File: src/sv/dad_pkg.sv
// Shared types, constants and calendar helpers for the date-plus-days block.
`default_nettype none
package dad_pkg;

   localparam int unsigned YearW  = 14;
   localparam int unsigned MonthW = 4;
   localparam int unsigned DayW   = 5;
   localparam int unsigned AheadW = 16;
   localparam int unsigned PosW   = 17;
   localparam int unsigned RemW   = 14;
   localparam int unsigned CycW   = 9;
   localparam int unsigned ShiftW = 3;

   localparam logic [PosW-1:0]   ModBase  = 17'd400;
   localparam logic [ShiftW-1:0] ModTop   = 3'd5;
   localparam logic [CycW-1:0]   CycLast  = 9'd399;
   localparam logic [CycW-1:0]   Cent1    = 9'd100;
   localparam logic [CycW-1:0]   Cent2    = 9'd200;
   localparam logic [CycW-1:0]   Cent3    = 9'd300;
   localparam logic [MonthW-1:0] MonJan   = 4'd1;
   localparam logic [MonthW-1:0] MonFeb   = 4'd2;
   localparam logic [MonthW-1:0] MonDec   = 4'd12;

   typedef struct packed {
      logic [YearW-1:0]  start_year;
      logic [MonthW-1:0] start_month;
      logic [DayW-1:0]   start_day;
      logic [AheadW-1:0] days_ahead;
   } req_type;

   typedef struct packed {
      logic [YearW-1:0]  end_year;
      logic [MonthW-1:0] end_month;
      logic [DayW-1:0]   end_day;
   } rsp_type;

   typedef struct packed {
      logic [PosW-1:0] diff;
      logic            ge;
      logic            gt;
   } alu_res_type;

   function automatic logic [DayW-1:0] base_len(input logic [MonthW-1:0] mon);
      logic [DayW-1:0] len;
      case (mon)
         4'd2:                   len = 5'd28;
         4'd4, 4'd6, 4'd9, 4'd11: len = 5'd30;
         default:                len = 5'd31;
      endcase
      return len;
   endfunction

endpackage
`default_nettype wire

File: src/sv/dad_alu.sv
// Shared subtract and compare unit: difference plus greater-or-equal and greater-than flags.
`default_nettype none
module dad_alu
   import dad_pkg::*;
(
   input  wire logic [PosW-1:0] op_a,
   input  wire logic [PosW-1:0] op_b,
   output alu_res_type          res
);

   logic [PosW:0] wide;

   assign wide     = {1'b0, op_a} - {1'b0, op_b};
   assign res.diff = wide[PosW-1:0];
   assign res.ge   = ~wide[PosW];
   assign res.gt   = ~wide[PosW] && (wide[PosW-1:0] != '0);

endmodule
`default_nettype wire

File: src/sv/dad_cal.sv
// Month length lookup with the leap-year rule taken from the year mod 400.
`default_nettype none
module dad_cal
   import dad_pkg::*;
(
   input  wire logic [MonthW-1:0] mon,
   input  wire logic [CycW-1:0]   cyc,
   output logic      [DayW-1:0]   len
);

   logic leap;

   assign leap = (cyc == '0) ||
                 ((cyc[1:0] == 2'b00) && (cyc != Cent1) && (cyc != Cent2) && (cyc != Cent3));

   always_comb begin
      if (mon == MonFeb && leap) begin
         len = 5'd29;
      end else begin
         len = base_len(mon);
      end
   end

endmodule
`default_nettype wire

File: src/sv/date_add_days_top.sv
// Top level: sequencer that adds a day count to a Gregorian date month by month.
//
// An item is taken when start is high and busy is low; busy then stays high until the
// result is shown. The block first reduces the start year mod 400 in six restoring
// subtract steps, then crosses the month boundaries one at a time, both on the one
// shared subtractor. The result stands on rsp_item from the single cycle that
// rsp_strobe is high until the next result; it cannot be held off, so the receiver
// must take it then. busy falls in that same cycle.
`default_nettype none
module date_add_days_top
   import dad_pkg::*;
(
   input  wire logic    clock,
   input  wire logic    reset,
   input  wire logic    start,
   output logic         busy,
   input  wire req_type req_item,
   output logic         rsp_strobe,
   output rsp_type      rsp_item
);

   typedef enum logic [2:0] {
      ST_IDLE = 3'b001,
      ST_MOD  = 3'b010,
      ST_STEP = 3'b100
   } state_type;

   state_type         state_ff, state_in;
   logic [YearW:0]    yr_ff, yr_in;
   logic [RemW-1:0]   rem_ff, rem_in;
   logic [MonthW-1:0] mon_ff, mon_in;
   logic [PosW-1:0]   pos_ff, pos_in;
   logic [ShiftW-1:0] sh_ff, sh_in;
   logic              strobe_ff, strobe_in;
   rsp_type           rsp_ff, rsp_in;

   logic [PosW-1:0]   op_a, op_b;
   alu_res_type       alu_res;
   logic [DayW-1:0]   mlen;
   logic [MonthW-1:0] mon_start;
   logic [CycW-1:0]   cyc;

   assign cyc = rem_ff[CycW-1:0];

   dad_alu u_alu (
      .op_a (op_a),
      .op_b (op_b),
      .res  (alu_res)
   );

   dad_cal u_cal (
      .mon (mon_ff),
      .cyc (cyc),
      .len (mlen)
   );

   always_comb begin
      if (state_ff == ST_MOD) begin
         op_a = PosW'(rem_ff);
         op_b = ModBase << sh_ff;
      end else begin
         op_a = pos_ff;
         op_b = PosW'(mlen);
      end
   end

   always_comb begin
      if (req_item.start_month == '0) begin
         mon_start = MonJan;
      end else if (req_item.start_month > MonDec) begin
         mon_start = MonDec;
      end else begin
         mon_start = req_item.start_month;
      end
   end

   always_comb begin
      state_in  = state_ff;
      yr_in     = yr_ff;
      rem_in    = rem_ff;
      mon_in    = mon_ff;
      pos_in    = pos_ff;
      sh_in     = sh_ff;
      strobe_in = 1'b0;
      rsp_in    = rsp_ff;
      case (state_ff)
         ST_IDLE: begin
            if (start) begin
               yr_in    = {1'b0, req_item.start_year};
               rem_in   = req_item.start_year;
               mon_in   = mon_start;
               pos_in   = PosW'(req_item.start_day) + PosW'(req_item.days_ahead);
               sh_in    = ModTop;
               state_in = ST_MOD;
            end
         end
         ST_MOD: begin
            if (alu_res.ge) begin
               rem_in = alu_res.diff[RemW-1:0];
            end
            sh_in = sh_ff - 3'd1;
            if (sh_ff == '0) begin
               state_in = ST_STEP;
            end
         end
         ST_STEP: begin
            if (alu_res.gt) begin
               pos_in = alu_res.diff;
               if (mon_ff == MonDec) begin
                  mon_in = MonJan;
                  yr_in  = yr_ff + 1'b1;
                  rem_in = (cyc == CycLast) ? '0 : rem_ff + 1'b1;
               end else begin
                  mon_in = mon_ff + 1'b1;
               end
            end else begin
               rsp_in.end_year  = yr_ff[YearW-1:0];
               rsp_in.end_month = mon_ff;
               rsp_in.end_day   = pos_ff[DayW-1:0];
               strobe_in        = 1'b1;
               state_in         = ST_IDLE;
            end
         end
         default: begin
            state_in = ST_IDLE;
         end
      endcase
   end

   always_ff @(posedge clock) begin
      if (reset) begin
         state_ff  <= ST_IDLE;
         strobe_ff <= 1'b0;
      end else begin
         state_ff  <= state_in;
         strobe_ff <= strobe_in;
      end
   end

   always_ff @(posedge clock) begin
      yr_ff  <= yr_in;
      rem_ff <= rem_in;
      mon_ff <= mon_in;
      pos_ff <= pos_in;
      sh_ff  <= sh_in;
      rsp_ff <= rsp_in;
   end

   assign busy       = (state_ff != ST_IDLE);
   assign rsp_strobe = strobe_ff;
   assign rsp_item   = rsp_ff;

   a_strobe_single: assert property (@(posedge clock) disable iff (reset)
      rsp_strobe |=> !rsp_strobe) else $error("result strobe longer than one cycle");

   a_accept_busy: assert property (@(posedge clock) disable iff (reset)
      (start && !busy) |=> busy) else $error("accepted item did not raise busy");

   a_strobe_idle: assert property (@(posedge clock) disable iff (reset)
      rsp_strobe |-> !busy) else $error("result shown while still busy");

   a_month_range: assert property (@(posedge clock) disable iff (reset)
      (state_ff == ST_STEP) |-> (mon_ff >= MonJan && mon_ff <= MonDec))
      else $error("month left 1..12 while stepping");

   a_rem_range: assert property (@(posedge clock) disable iff (reset)
      (state_ff == ST_STEP) |-> (rem_ff <= RemW'(CycLast)))
      else $error("year cycle position out of range");

endmodule
`default_nettype wire
File: config.mk
export PLATFORM = sky130hd
export DESIGN_NAME = date_add_days_top
export DESIGN_NICKNAME = d
export VERILOG_FILES = /design/src/sv/dad_pkg.sv /design/src/sv/dad_alu.sv /design/src/sv/dad_cal.sv /design/src/sv/date_add_days_top.sv
export SDC_FILE = /design/constraint.sdc
export NUM_CORES = 1
export LEC_CHECK = 0
export BUFFER_PORTS_ARGS = -buffer_cell sky130_fd_sc_hd__buf_2
export CAP_MARGIN = 20
export CORE_MARGIN = 1.5
export CORE_UTILIZATION = 60
export DETAILED_ROUTE_END_ITERATION = 6
export PLACE_DENSITY = 0.88
export SKIP_CTS_REPAIR_TIMING = 1
export SYNTH_ARGS = -nofsm -noshare
export SYNTH_HDL_FRONTEND = slang
export SYNTH_SLANG_ARGS = --single-unit
File: constraint.sdc
create_clock -name clock -period 9.6 [get_ports clock]
set_clock_uncertainty 0.15 [all_clocks]
set_input_delay 1.44 -clock clock [delete_from_list [all_inputs] [get_ports clock]]
set_output_delay 1.44 -clock clock [all_outputs]
set_load 0.05 [all_outputs]
==> metrics <==
VDD IR max around 85 uV; Rel. slew slack around 33%; synthesized instance count ~610; worst r2r path cells 15; CP endpoint kind register; Main synth FF type edfxtp_1; #FFs+latches synth 79; clock tree buffer depth 2; Hold Crit Endpoint rsp_item[1]$_DFFE_PP_; ys async rst share 0%; status finished, final reports clean; # setup viols final 0; CTS clk-pin slew, worst paths 0.09 ns; DRT iter0 DRCs roughly 460; CTS tree yes; commonest non-fill, non-tap cell in the layout nand2_1; die footprint 10,060 sq um; TritonCTS buffer count 9; initial antenna violation count 0; vias just under 5,000; commonest non-fill, non-tap cells in the layout nand2_1 (115), edfxtp_1 (75), buf_2 (66), o21ai_0 (51), nor2_1 (39); io pins between 60 and 70; RSZ-0062 raised after global routing false; f_max 167.6 MHz; post-synthesis sequential area ratio about two fifths; Setup TNS 0 ns; CP Data Required Time 9.43 ns; Area Overhead vs Synth 10.28%; clk root buf clkbuf_8; HP Class reg2reg; hold path cells 0; gpl congestion around 1; DP Wirelength approximately 11,000 microns; number of diodes 0; first-pass GRT wire length 23,240 microns; endpoints failing hold 0; Sink Count between 70 and 80; layout cells sized above 1 approximately 17%; yosys warns 0; EDFF count, synth 75; Starting Density about three fifths; Post-Syn Area 5682 sq um; final period utilization between 60% and 70%; vias in the first global route 4,676; fin nets about 740; post-synthesis cell type count just under 80; port bufs 66; DR WL/cell about 19 microns; syn nets 686; WP data arrival a little under 6 ns; Horiz. Die Dim roughly 100 microns; Die Y 100.3 microns; hold wc startpoint pos_ff[1]$_DFFE_PP_; pin count of the biggest net entering global routing 47; total global routing overflow 0; DRC viols 0; worst reg2reg setup slack around 3.6 ns; Max Cap Viol 0; worst r2r dst rsp_item[15]$_DFFE_PP_; vias per cell 6.334; startpoint types register; Worst Max-Slew Pin Slew between 1 and 1.5 ns; Placed Area slightly above 6000 sq um; final instance area 6266 sq um; htree depth 3; Crit Path Class reg2reg; FP Rows 35; syn avg cell area 9.269 sq um; Final ANT Viol Nets 0; Tmin final about 6 ns; worst r2r src rem_ff[3]$_DFFE_PP_; Core Box Area ~9000 sq um; Routed WL roughly 15,000 microns; Max FO, Critical Path 23; power density over the cells 144.3 nW/um^2; Slew Viols, Final 0; drt pass-1 iters 5; Total Routing Usage GR between 30% and 40%; Finished Core Util roughly two thirds; worst skew pair latency approximately 0.37 ns; Leakage 2.422 nW
[kinds of logic (layout without fill, tap and decap cells)]
family / Yosys count / after routing / share of synthesized area [%]
AND/OR/NAND/NOR: 229 / 229 / 18.78
multiplexers: 12 / 12 / 2.136
buffers and inverters: 64 / 118 / 4.580
adder cells (fa/ha/maj): 31 / 31 / 7.091
AO/OA/AOI/OAI: 151 / 151 / 19.11
flip-flops: 79 / 79 / 41.05
XOR/XNOR: 47 / 47 / 7.245
[Yosys cell counts (all sizes together), types with 9 or more instances]
library cell  instances  share of area [%]
a22oi                14                1.8
clkbuf               29                1.9
nand4                 9                1.1
nand2               115                7.6
mux2i                11                1.9
xnor2                32                4.9
ha                   29                6.4
edfxtp               75                 40
nand3                16                1.4
nor2                 40                2.6
a21oi                24                2.2
inv                  29                1.9
nor3                 12                1.1
xor2                 15                2.3
o21ai                53                4.7
[worst max-delay path by stage]
| stage | to | slack (ns) | startpoint | cells past startpoint |
|---|---|---|---|---|
| CTS | rsp_item[15]$_DFFE_PP_ | 3.69 | rem_ff[3]$_DFFE_PP_ | 15 |
| floorplan | mon_ff[0]$_DFFE_PP_ | 3.60 | rem_ff[3]$_DFFE_PP_ | 16 |
| global placement | rsp_item[1]$_DFFE_PP_ | 3.88 | rem_ff[3]$_DFFE_PP_ | 15 |
| finish | rsp_item[15]$_DFFE_PP_ | 3.63 | rem_ff[3]$_DFFE_PP_ | 15 |
| detailed placement | rsp_item[3]$_DFFE_PP_ | 3.70 | rem_ff[3]$_DFFE_PP_ | 15 |
| global route | rsp_item[19]$_DFFE_PP_ | 3.16 | rem_ff[3]$_DFFE_PP_ | 15 |
[sequential cells by signal, summed over array words and instances, names as in the netlist]
register    cells
mon_ff          4
sh_ff           3
rsp_item       23
rem_ff         14
yr_ff          14
state_ff        3
pos_ff         17
rsp_strobe      1
[where the power goes]
part           internal [mW]  total [mW]  switching, mW
registers              0.404       0.429         0.0246
logic                 0.0817       0.216          0.135
clock network          0.122       0.259          0.137
[worst max-delay path: stages (launching register included)]
cell and delay, ns:
edfxtp_1 0.59, or3b_2 0.52, a2111oi_0 0.38, o21ai_0 0.14
a21oi_1 0.14, nor3b_1 0.07, ha_1 0.23, fa_1 0.47
or4b_1 0.58, o211ai_4 0.15, a31oi_4 0.16, xnor2_1 0.21
nor4_1 0.38, nand4_2 0.23, o31ai_4 0.34, and2_1 0.85
[routing by layer]
layer / vias to the layer above / wire length [microns] / track usage [%]
li1: 2317 / - / -
met1: 2300 / 5889 / 38.96
met2: 268 / 6791 / 48.98
met3: 43 / 1423 / 6.058
met4: 0 / 522 / 13.98
met5: - / 0 / 0
[area by class of cell]
type	instances	area (sq um)
Multi-Input combinational cell	470	3100
Fill cell	728	2930
Sequential cell	79	2332
Timing Repair Buffer	73	390.4
Tap cell	111	138.9
Clock buffer	10	127.6
Inverter	29	108.9
Clock inverter	6	67.56
[through the flow]
stage               setup WS [ns]  hold slack, ns  power [mW]  instances
floorplan                   3.599          0.2757      0.5818        613
global placement            3.879          0.3090      0.6347        761
detailed placement          3.701          0.3136      0.6441        761
CTS                         3.690          0.3427      0.8952        777
global route                3.157          0.3641      0.9350        778
finish                      3.632          0.3494      0.9042        778
(Power assumes the default switching activity.)
